`config.mk`:
```
export PLATFORM = sky130hd
export DESIGN_NAME = positional_list_store_flat
export DESIGN_NICKNAME = d
export VERILOG_FILES = /design/src/rtl/pls_pkg.sv /design/src/rtl/pls_ifs.sv /design/src/rtl/pls_cell.sv /design/src/rtl/positional_list_store.sv /design/src/flat_wrapper.sv
export SDC_FILE = /design/constraint.sdc
export NUM_CORES = 1
export LEC_CHECK = 0
export BUFFER_PORTS_ARGS = -buffer_cell sky130_fd_sc_hd__buf_2
export CORE_ASPECT_RATIO = 0.75
export CORE_UTILIZATION = 45
export DETAILED_ROUTE_END_ITERATION = 8
export GPL_TIMING_DRIVEN = 0
export HOLD_SLACK_MARGIN = 0.02
export PLACE_DENSITY = 0.69
export SETUP_SLACK_MARGIN = 0.15
export SLEW_MARGIN = 20
export SYNTH_ARGS = -nofsm -noshare
export SYNTH_HDL_FRONTEND = slang
export SYNTH_SLANG_ARGS = --single-unit
```
`constraint.sdc`:
```
create_clock -name clock -period 5.33 [get_ports clock]
set_clock_uncertainty 0.15 [all_clocks]
set_input_delay 0.7995 -clock clock [delete_from_list [all_inputs] [get_ports clock]]
set_output_delay 0.7995 -clock clock [all_outputs]
set_load 0.02 [all_outputs]
```
`src/rtl/pls_pkg.sv`:
```
// Shared constants and types for the positional list store.
`timescale 1ns / 1ps

package pls_pkg;

   localparam int DEPTH_DEFAULT = 16;

   localparam int MODE_W  = 2;
   localparam int VALUE_W = 8;
   localparam int POS_W   = 5;
   localparam int COUNT_W = 5;
   localparam int STAT_W  = 2;

   localparam logic [MODE_W-1:0] MODE_APPEND = 2'd0;
   localparam logic [MODE_W-1:0] MODE_PUSH   = 2'd1;
   localparam logic [MODE_W-1:0] MODE_INSERT = 2'd2;
   localparam logic [MODE_W-1:0] MODE_POP    = 2'd3;

   localparam logic [STAT_W-1:0] ST_OK     = 2'd0;
   localparam logic [STAT_W-1:0] ST_FULL   = 2'd1;
   localparam logic [STAT_W-1:0] ST_EMPTY  = 2'd2;
   localparam logic [STAT_W-1:0] ST_BADPOS = 2'd3;

   // Broadcast command to every cell of the chain.
   typedef struct packed {
      logic insert;
      logic pop;
   } cell_cmd_type;

endpackage

```
`src/rtl/pls_ifs.sv`:
```
// Valid/ready channel interfaces for operation items and result items.
`timescale 1ns / 1ps

interface pls_req_if;
   logic                            valid;
   logic                            ready;
   logic [pls_pkg::MODE_W-1:0]      mode;
   logic [pls_pkg::VALUE_W-1:0]     value;
   logic [pls_pkg::POS_W-1:0]       position;

   modport source (output valid, output mode, output value, output position, input ready);
   modport sink   (input valid, input mode, input value, input position, output ready);
endinterface

interface pls_rsp_if;
   logic                            valid;
   logic                            ready;
   logic [pls_pkg::VALUE_W-1:0]     popped_value;
   logic [pls_pkg::STAT_W-1:0]      status;
   logic [pls_pkg::COUNT_W-1:0]     count_after;

   modport source (output valid, output popped_value, output status, output count_after,
                   input ready);
   modport sink   (input valid, input popped_value, input status, input count_after,
                   output ready);
endinterface

```
`src/rtl/pls_cell.sv`:
```
// One storage cell of the list chain: loads, shifts from a neighbor or holds.
`timescale 1ns / 1ps

module pls_cell #(
   parameter int IDX_W = 4,
   parameter int INDEX = 0
) (
   input  logic                           clock,
   input  pls_pkg::cell_cmd_type          cmd,
   input  logic [IDX_W-1:0]               slot,
   input  logic [pls_pkg::VALUE_W-1:0]    value,
   input  logic [pls_pkg::VALUE_W-1:0]    left_data,
   input  logic [pls_pkg::VALUE_W-1:0]    right_data,
   output logic [pls_pkg::VALUE_W-1:0]    data
);

   localparam logic [IDX_W-1:0] MY_IDX = IDX_W'(INDEX);

   logic [pls_pkg::VALUE_W-1:0] data_ff;
   logic [pls_pkg::VALUE_W-1:0] data_in;

   always_comb begin
      data_in = data_ff;
      if (cmd.insert) begin
         if (MY_IDX == slot) begin
            data_in = value;
         end else if (MY_IDX > slot) begin
            // cells past the insert point move one step toward the back
            data_in = left_data;
         end
      end else if (cmd.pop) begin
         data_in = right_data;
      end
   end

   always_ff @(posedge clock) begin
      data_ff <= data_in;
   end

   assign data = data_ff;

endmodule

```
`src/rtl/positional_list_store.sv`:
```
// Positional list store: a row of DEPTH byte cells with front/back/positional insert and pop.
// Result items are registered and valid in the cycle after the operation item is accepted.
// One item per cycle while no result waits; all cells shift in the same cycle as the update.
// A result that waits holds off the next item; ready follows the result side.
// Reset (synchronous): count goes to zero and the result register empties;
// cell contents are left undefined until written.
`timescale 1ns / 1ps

module positional_list_store #(
   parameter int DEPTH = pls_pkg::DEPTH_DEFAULT
) (
   input  logic        clock,
   input  logic        reset,
   pls_req_if.sink     req_chan,
   pls_rsp_if.source   rsp_chan
);

   localparam int IDX_W = (DEPTH > 1) ? $clog2(DEPTH) : 1;
   localparam int CNT_W = $clog2(DEPTH + 1);
   localparam int CMP_W = (CNT_W > pls_pkg::POS_W) ? CNT_W : pls_pkg::POS_W;

   logic [CNT_W-1:0]               count_ff;
   logic [CNT_W-1:0]               count_in;
   logic                           rsp_valid_ff;
   logic                           rsp_valid_in;
   logic [pls_pkg::VALUE_W-1:0]    popped_ff;
   logic [pls_pkg::VALUE_W-1:0]    popped_in;
   logic [pls_pkg::STAT_W-1:0]     status_ff;
   logic [pls_pkg::STAT_W-1:0]     status_in;
   logic [pls_pkg::COUNT_W-1:0]    count_out_ff;
   logic [pls_pkg::COUNT_W-1:0]    count_out_in;

   logic                           accept;
   logic                           full;
   logic                           empty;
   logic [CMP_W-1:0]               pos_ext;
   logic [CMP_W-1:0]               count_ext;
   logic [IDX_W-1:0]               slot;
   pls_pkg::cell_cmd_type          cmd;
   logic [pls_pkg::VALUE_W-1:0]    cell_data [DEPTH];

   assign accept        = req_chan.valid && req_chan.ready;
   assign req_chan.ready = !rsp_valid_ff || rsp_chan.ready;

   assign full      = (count_ff == CNT_W'(DEPTH));
   assign empty     = (count_ff == '0);
   assign pos_ext   = CMP_W'(req_chan.position);
   assign count_ext = CMP_W'(count_ff);

   always_comb begin
      cmd       = '0;
      slot      = '0;
      count_in  = count_ff;
      status_in = pls_pkg::ST_OK;
      popped_in = '0;
      if (req_chan.mode == pls_pkg::MODE_POP) begin
         if (empty) begin
            status_in = pls_pkg::ST_EMPTY;
         end else begin
            cmd.pop   = accept;
            popped_in = cell_data[0];
            count_in  = count_ff - CNT_W'(1);
         end
      end else if (full) begin
         status_in = pls_pkg::ST_FULL;
      end else begin
         case (req_chan.mode)
            pls_pkg::MODE_APPEND: slot = count_ff[IDX_W-1:0];
            pls_pkg::MODE_PUSH:   slot = '0;
            default:              slot = pos_ext[IDX_W-1:0];
         endcase
         if (req_chan.mode == pls_pkg::MODE_INSERT && pos_ext > count_ext) begin
            status_in = pls_pkg::ST_BADPOS;
         end else begin
            cmd.insert = accept;
            count_in   = count_ff + CNT_W'(1);
         end
      end
      count_out_in = pls_pkg::COUNT_W'(count_in);
      rsp_valid_in = accept || (rsp_valid_ff && !rsp_chan.ready);
   end

   for (genvar i = 0; i < DEPTH; i++) begin : g_cell
      pls_cell #(
         .IDX_W (IDX_W),
         .INDEX (i)
      ) u_cell (
         .clock      (clock),
         .cmd        (cmd),
         .slot       (slot),
         .value      (req_chan.value),
         .left_data  ((i == 0) ? req_chan.value : cell_data[(i == 0) ? 0 : i - 1]),
         .right_data ((i == DEPTH - 1) ? cell_data[i] : cell_data[(i == DEPTH - 1) ? i : i + 1]),
         .data       (cell_data[i])
      );
   end

   always_ff @(posedge clock) begin
      if (reset) begin
         count_ff     <= '0;
         rsp_valid_ff <= 1'b0;
      end else begin
         rsp_valid_ff <= rsp_valid_in;
         if (accept) begin
            count_ff <= count_in;
         end
      end
      if (accept) begin
         popped_ff    <= popped_in;
         status_ff    <= status_in;
         count_out_ff <= count_out_in;
      end
   end

   assign rsp_chan.valid        = rsp_valid_ff;
   assign rsp_chan.popped_value = popped_ff;
   assign rsp_chan.status       = status_ff;
   assign rsp_chan.count_after  = count_out_ff;

`ifndef SYNTH
   a_count_bound: assert property (@(posedge clock) disable iff (reset)
      count_ff <= CNT_W'(DEPTH))
      else $error("entry count above depth");

   a_pop_dec: assert property (@(posedge clock) disable iff (reset)
      accept && req_chan.mode == pls_pkg::MODE_POP && !empty
      |=> count_ff == $past(count_ff) - CNT_W'(1) && status_ff == pls_pkg::ST_OK)
      else $error("pop on non-empty list did not shrink count");

   a_append_inc: assert property (@(posedge clock) disable iff (reset)
      accept && req_chan.mode == pls_pkg::MODE_APPEND && !full
      |=> count_ff == $past(count_ff) + CNT_W'(1))
      else $error("append did not grow count");

   a_full_count: assert property (@(posedge clock) disable iff (reset)
      rsp_valid_ff && status_ff == pls_pkg::ST_FULL
      |-> count_out_ff == pls_pkg::COUNT_W'(DEPTH) && popped_ff == '0)
      else $error("full status with wrong count or popped value");
`endif

endmodule

```
`src/flat_wrapper.sv`:
```
// flat-port wrapper written by rule: the top's interface ports become plain ports
module positional_list_store_flat 
#(
   parameter int DEPTH = pls_pkg::DEPTH_DEFAULT
)
  (clock, reset, req_chan_valid, req_chan_mode, req_chan_value, req_chan_position, req_chan_ready, rsp_chan_valid, rsp_chan_popped_value, rsp_chan_status, rsp_chan_count_after, rsp_chan_ready);
  pls_req_if req_chan_i ();
  pls_rsp_if rsp_chan_i ();
  input  logic clock;
  input  logic reset;
  input wire logic [$bits(req_chan_i.valid)-1:0] req_chan_valid;
  input wire logic [$bits(req_chan_i.mode)-1:0] req_chan_mode;
  input wire logic [$bits(req_chan_i.value)-1:0] req_chan_value;
  input wire logic [$bits(req_chan_i.position)-1:0] req_chan_position;
  output wire logic [$bits(req_chan_i.ready)-1:0] req_chan_ready;
  output wire logic [$bits(rsp_chan_i.valid)-1:0] rsp_chan_valid;
  output wire logic [$bits(rsp_chan_i.popped_value)-1:0] rsp_chan_popped_value;
  output wire logic [$bits(rsp_chan_i.status)-1:0] rsp_chan_status;
  output wire logic [$bits(rsp_chan_i.count_after)-1:0] rsp_chan_count_after;
  input wire logic [$bits(rsp_chan_i.ready)-1:0] rsp_chan_ready;
  assign req_chan_i.valid = req_chan_valid;
  assign req_chan_i.mode = req_chan_mode;
  assign req_chan_i.value = req_chan_value;
  assign req_chan_i.position = req_chan_position;
  assign req_chan_ready = req_chan_i.ready;
  assign rsp_chan_valid = rsp_chan_i.valid;
  assign rsp_chan_popped_value = rsp_chan_i.popped_value;
  assign rsp_chan_status = rsp_chan_i.status;
  assign rsp_chan_count_after = rsp_chan_i.count_after;
  assign rsp_chan_i.ready = rsp_chan_ready;
  positional_list_store #(.DEPTH(DEPTH)) u_core (.clock(clock), .reset(reset), .req_chan(req_chan_i), .rsp_chan(rsp_chan_i));
endmodule
```
# == Word-level counts from Yosys, hierarchy flattened ==
# Cells that the tools add are included.
# classes
addsub,2
order_cmp,17
n_eq_ne,34
mux,78
n_bitwise,1
n_reduce_logical,29
# op_table
cell,count
2-to-1 mux 8 bit,62
"inequality test 3 bit, second input constant",15
"equality test 4 bit, first input constant",8
"> comparator 4 bit, first input constant",8
AND reduction 2 bit,16
2-to-1 mux 5 bit,4
"equality test 3 x 4 -> 1 bit, first input constant",4
"> comparator 3 x 4 -> 1 bit, first input constant",4
"equality test 2 x 4 -> 1 bit, first input constant",2
"> comparator 1 x 4 -> 1 bit, first input constant",2
"> comparator 2 x 4 -> 1 bit, first input constant",2
2-to-1 mux 2 bit,4
2-to-1 mux 4 bit,2
one-hot mux 4 bit (2 select lines),1
"adder 5 x 1 -> 5 bit, second input constant",1
"equality test 5 bit, second input constant",1
> comparator 5 bit,1
zero test 5 bit,1
2-to-1 mux 1 bit,5
"subtractor 5 x 1 -> 5 bit, second input constant",1
"equality test 1 x 4 -> 1 bit, first input constant",1
"equality test 2 bit, second input constant",2
zero test 4 bit,1
nonzero test 2 bit,2
other kinds (7),11
# word_totals
register_bits,149
in_bits,19
output_inout_bits,17
word_cells,182

# == Longest topological paths before layout ==
# logic_depth
ltp_word,8
depth_mapped,12
mapped_depth_nobuf,8

# == Hierarchy ==
# Synthesis repeated with hierarchy kept, for this count alone.
# unflattened
cells_unflattened,743
hier_area_um2,8408.1
# modules_own_cells
module,n_inst,cells_each,area_each_um2
positional_list_store,1,134,1360.1
pls_cell at u_core.g_cell[12].u_cell ...,3,38,440.4
pls_cell at u_core.g_cell[5].u_cell ...,2,38,439.2
pls_cell at u_core.g_cell[7].u_cell,1,38,457.9
pls_cell at u_core.g_cell[2].u_cell,1,38,451.7
pls_cell at u_core.g_cell[4].u_cell,1,40,449.2
pls_cell at u_core.g_cell[8].u_cell,1,38,447.9
pls_cell at u_core.g_cell[10].u_cell,1,39,440.4
pls_cell at u_core.g_cell[3].u_cell,1,38,437.9
pls_cell at u_core.g_cell[14].u_cell,1,39,436.7
pls_cell at u_core.g_cell[0].u_cell,1,37,432.9
pls_cell at u_core.g_cell[13].u_cell,1,38,432.9
pls_cell at u_core.g_cell[11].u_cell,1,38,430.4
pls_cell at u_core.g_cell[15].u_cell,1,36,430.4

# == Worst setup path before layout ==
# No wires, ideal clock.
# synth_timing
path_type,input to register
from,input req_chan_position[2]
to,"register u_core.g_cell[2].u_cell.data_ff, in the netlist u_core.g_cell[2].u_cell.data[0] (enable)"
setup_time_ps,385
arrival_time_ps,2851
slack_ps,1943
path_stages,8
cell_sequence,ha_1 > nand3_1 > o21ai_0 > a211o_1 > clkbuf_1 > clkbuf_1 > nand3_1 > a21boi_0
# synth_between
elab_chain_cells,7
# synth_lines
item,line,text
from (decl),flat_wrapper.sv:14,input wire logic [$bits(req_chan_i.position)-1:0] req_chan_position;
> comparator 5 bit,positional_list_store.sv:72,if (req_chan.mode == pls_pkg::MODE_INSERT && pos_ext > count_ext) begin
logical AND 1 bit,positional_list_store.sv:72,
2-to-1 mux 1 bit,positional_list_store.sv:72,
2-to-1 mux 1 bit,positional_list_store.sv:64,end else if (full) begin
2-to-1 mux 1 bit,positional_list_store.sv:56,if (req_chan.mode == pls_pkg::MODE_POP) begin
inequality test 3 bit (no line) / nonzero test 2 bit (equally long branches),--,
AND reduction 2 bit (no line) (*),--,
to (signal assigned),pls_cell.sv:37,data_ff <= data_in;
to (decl),pls_cell.sv:19,logic [pls_pkg::VALUE_W-1:0] data_ff;
# Every way passes the cells marked *; elsewhere a longest branch is shown, timed or not.
# A chain may end at the register's enable or synchronous reset.

# == Final worst setup path ==
# layout_timing
from,"register u_core.count_ff[2], in the netlist u_core.count_ext[2]"
to,"register u_core.g_cell[1].u_cell.data_ff, in the netlist u_core.g_cell[1].u_cell.data[1], data pin"
# layout_between
elab_chain_cells,6
# layout_lines
item,line,text
from (decl),positional_list_store.sv:22,logic [CNT_W-1:0] count_ff;
from (signal assigned),positional_list_store.sv:105,count_ff <= count_in;
"> comparator 5 bit, or another cell as far along",positional_list_store.sv:72,
logical AND 1 bit / 2-to-1 mux 4 bit (equally long branches),"positional_list_store.sv:72, positional_list_store.sv:64",
2-to-1 mux 1 bit / 2-to-1 mux 4 bit (equally long branches),"positional_list_store.sv:72, positional_list_store.sv:56",
2-to-1 mux 1 bit / equality test 1 x 4 -> 1 bit (equally long branches),"positional_list_store.sv:64, pls_cell.sv:25",
2-to-1 mux 1 bit / 2-to-1 mux 8 bit (equally long branches),"positional_list_store.sv:56, pls_cell.sv:25",
2-to-1 mux 8 bit (*),pls_cell.sv:24,if (cmd.insert) begin
"net u_core.g_cell[1].u_cell.data_in, one bit",pls_cell.sv:20,logic [pls_pkg::VALUE_W-1:0] data_in;
to (signal assigned),pls_cell.sv:37,
to (decl),pls_cell.sv:19,
# The timed path passes the listed nets; every way through them passes the cells marked *.

==> qor.yml <==
wirelength_mm: 25.1
ctsResizeCount: 0
clockBufferDepth: 2
grt_pass1_wl_mm: 38.0
cts_setup_buffers: 0
p_leak_nw: 3.45
netlist_instances: 752
dp_hpwl_mm: 18.0
synth_flop_cell: "edfxtp_1"
wire_per_inst_um: 23.6
ioPinCount: 36
die_w_um: 159
cts_root_buffer: "clkbuf_16"
rsz0062_at_grt: "no"
crit_path_cell_trace: "clkbuf_1, inv_1, ha_1, nand3_1, o21ai_0, a211o_1, clkbuf_1, nand2_1, inv_2, clkbuf_1, clkbuf_1, a21oi_1"
synth_edf_count: 143
synthAdderAreaFrac_pct: 1.20
seqCellArea_mm2: 0.00441
fmax_ghz: 0.227
grt_usage_pct: 26.8
max_slew.worst_pin.slew_ns: 0.983
synthSimpleGateAreaFrac_pct: 7.87
firstDrtPassIters: 5
finalSetupViolCount: 0
antenna_found_initial: 0
final_cell_mix: "a21oi_1, edfxtp_1, mux2i_1, clkbuf_1, buf_2"
nNetsFinal: 834
finalCritPeriodShare_pct: 82.6
path_class: "flip-flop to flip-flop"
grt_pass1_vias: 6388
critPathMaxStageDelay_ns: 0.55
fin_crit_ns: 4.40
cts_tree: "built"
crit_arrival_ns: 4.40
num-fill-cells: 1549
cts_sinks: 149
ant_nets: 0
p_per_area_mw_per_mm2: 377
diodes: 0
cts_buffers: 17
die_area_mm2: 0.0191
cp_common_cell: "clkbuf_1"
end_kind: "flip-flop"
detail_route.vias_per_cell: 6.34
synthMuxAreaShare_pct: 16.3
grt_overflow_total: 0
cp-start-kind: "flip-flop"
drcViolationCount: 0
hold_viol: 0
core-area_mm2: 0.0179
required_ns: 5.33
path_clk_slew_ns: 0.06
vias: 6736
ctsHoldBuffers: 0
worstSkewPairLatency_ns: 0.43
initial_core_util_pct: 46.7
crit_fanout: 10
yosysWarnings: 0
die_y_um: 120
port_buffers: 34
drive_gt1_share_pct: 15.2
multi_input_area_mm2: 0.00365
async_reset_ff_share_pct: 0
synthXorXnorAreaFrac_pct: 0.105
irDropWorstVdd_mv: 0.197
slew_viol_final: 0
timing.slew.headroom_pct: 33.9
layout_commonest_cell: "a21oi_1"
area_delta_synth_final_pct: 13.0
grt_max_degree: 23
slowest_stage: "clkbuf_1"
yosysSeqAreaShare_pct: 52.8
cap_violations: 0
hold_class: "flip-flop to flip-flop"
synthesis.nets: 779
rows: 42
synth_top_family_by_area: "compound AO/OA/AOI/OAI gates"
drtIter0Drc: 829
synth-compound-area-share_pct: 18.1
htreeDepth: 4
tns_ns: 0
syn_area_per_cell_um2: 11.1
status: "finished, final reports clean"
ys_types: 62
gp_congestion: 0.899
utilization_pct: 52.7
synth_area_mm2: 0.00836
ys_ff_latch: 149
==> worst paths after layout <==
path	from	end	slack, ns	depth (start not counted)
setup / recovery	u_core.count_ext[2]	u_core.g_cell[1].u_cell.data[1]	0.93	12
hold / removal	u_core.g_cell[15].u_cell.data[3]	u_core.g_cell[14].u_cell.data[3]	0.43	2
setup reg to reg	u_core.count_ext[2]	u_core.g_cell[1].u_cell.data[1]	0.93	12
hold reg to reg	u_core.g_cell[15].u_cell.data[3]	u_core.g_cell[14].u_cell.data[3]	0.43	2
==> cell families after synthesis <==
logic type,Yosys count
AO/OA/AOI/OAI,274
XOR/XNOR,1
adder cells (fa/ha/maj),8
buffers and inverters,77
flip-flops,149
multiplexers,132
AND/OR/NAND/NOR,111
==> worst max-delay path: cells and delay by family, from the launching register on <==
kind            cells  cell delay, ns
buf+inv             6            2.06
compound gates      3            0.65
fa+ha+maj           1            0.33
flops               1            0.50
simple gates        2            0.43
==> area by class of cell <==
cell class                      instances  share of cell area [%]
Buffer                                 65                    2.70
Clock buffer                           25                    5.03
Clock inverter                          7                    1.30
Inverter                               12                   0.477
Multi-Input combinational cell        526                    38.6
Sequential cell                       149                    46.7
Tap cell                              242                    3.21
Timing Repair Buffer                   36                    1.96
==> metrics by stage <==
step	hold WS (ns)	area, um2	cells	power (W)	setup WS [ns]
2_1_floorplan	0.378	8360	752	0.00206	1.94
3_3_place_gp	0.405	8830	1028	0.00228	0.602
3_5_place_dp	0.418	8850	1030	0.00230	1.03
4_1_cts	0.433	9450	1062	0.00353	1.04
5_1_grt	0.443	9450	1062	0.00367	0.716
6_report	0.432	9450	1062	0.00356	0.928
==> report_power, final <==
group	internal, W	leakage, nW	switching, W
Clock	0.000764	0.282	0.000484
Sequential	0.00150	1.39	0.0000897
Combinational	0.000242	1.79	0.000483
==> flip-flops by register name, indices dropped and copies added, names as in the netlist <==
name,count
u_core.rsp_chan.status,2
u_core.count_ext,5
u_core.g_cell.u_cell.data,128
u_core.rsp_chan.popped_value,8
u_core.rsp_chan.count_after,5
u_core.rsp_chan.valid,1
==> layer usage <==
metal / vias to the layer above / GRT usage [%] / wire [um]
met3: 30 / 8.61 / 3130
met5: - / 1.60 / 0
li1: 3011 / - / -
met2: 407 / 37.2 / 10200
met4: 0 / 8.29 / 384
met1: 3288 / 39.2 / 11400
==> cells in the mapped netlist, types with 2 or more instances <==
cell type  number  share of area (%)
o211ai_1        2               0.18
a21oi_1       211                 13
nor3_1          5               0.30
nand4_1         5               0.37
dfxtp_1         6                1.4
a211o_1         2               0.21
inv_1          10               0.45
nand2_1        18               0.81
o21ai_0        20                1.2
mux2i_1        97                 12
and2_1          7               0.52
a21boi_0        2               0.18
buf_1           3               0.13
nand4_2         2               0.30
nand2b_1        3               0.22
and3_1          9               0.67
or4b_2          2               0.24
clkbuf_1       53                2.4
nor4_4          2               0.51
nor3b_1         2               0.18
ha_1            8                1.2
nand3_1        19                1.1
mux2_2         34                4.6
a31o_2          2               0.21
nor4_1          3               0.22
a31oi_1        14                1.0
edfxtp_1      143                 51
a211oi_1        3               0.27
nand3_2         3               0.36
o22ai_1         3               0.22
nor2_1         20               0.90
buf_2           8               0.48
a211oi_4        2               0.48
Note: power is estimated with default switching activity, not from simulation.
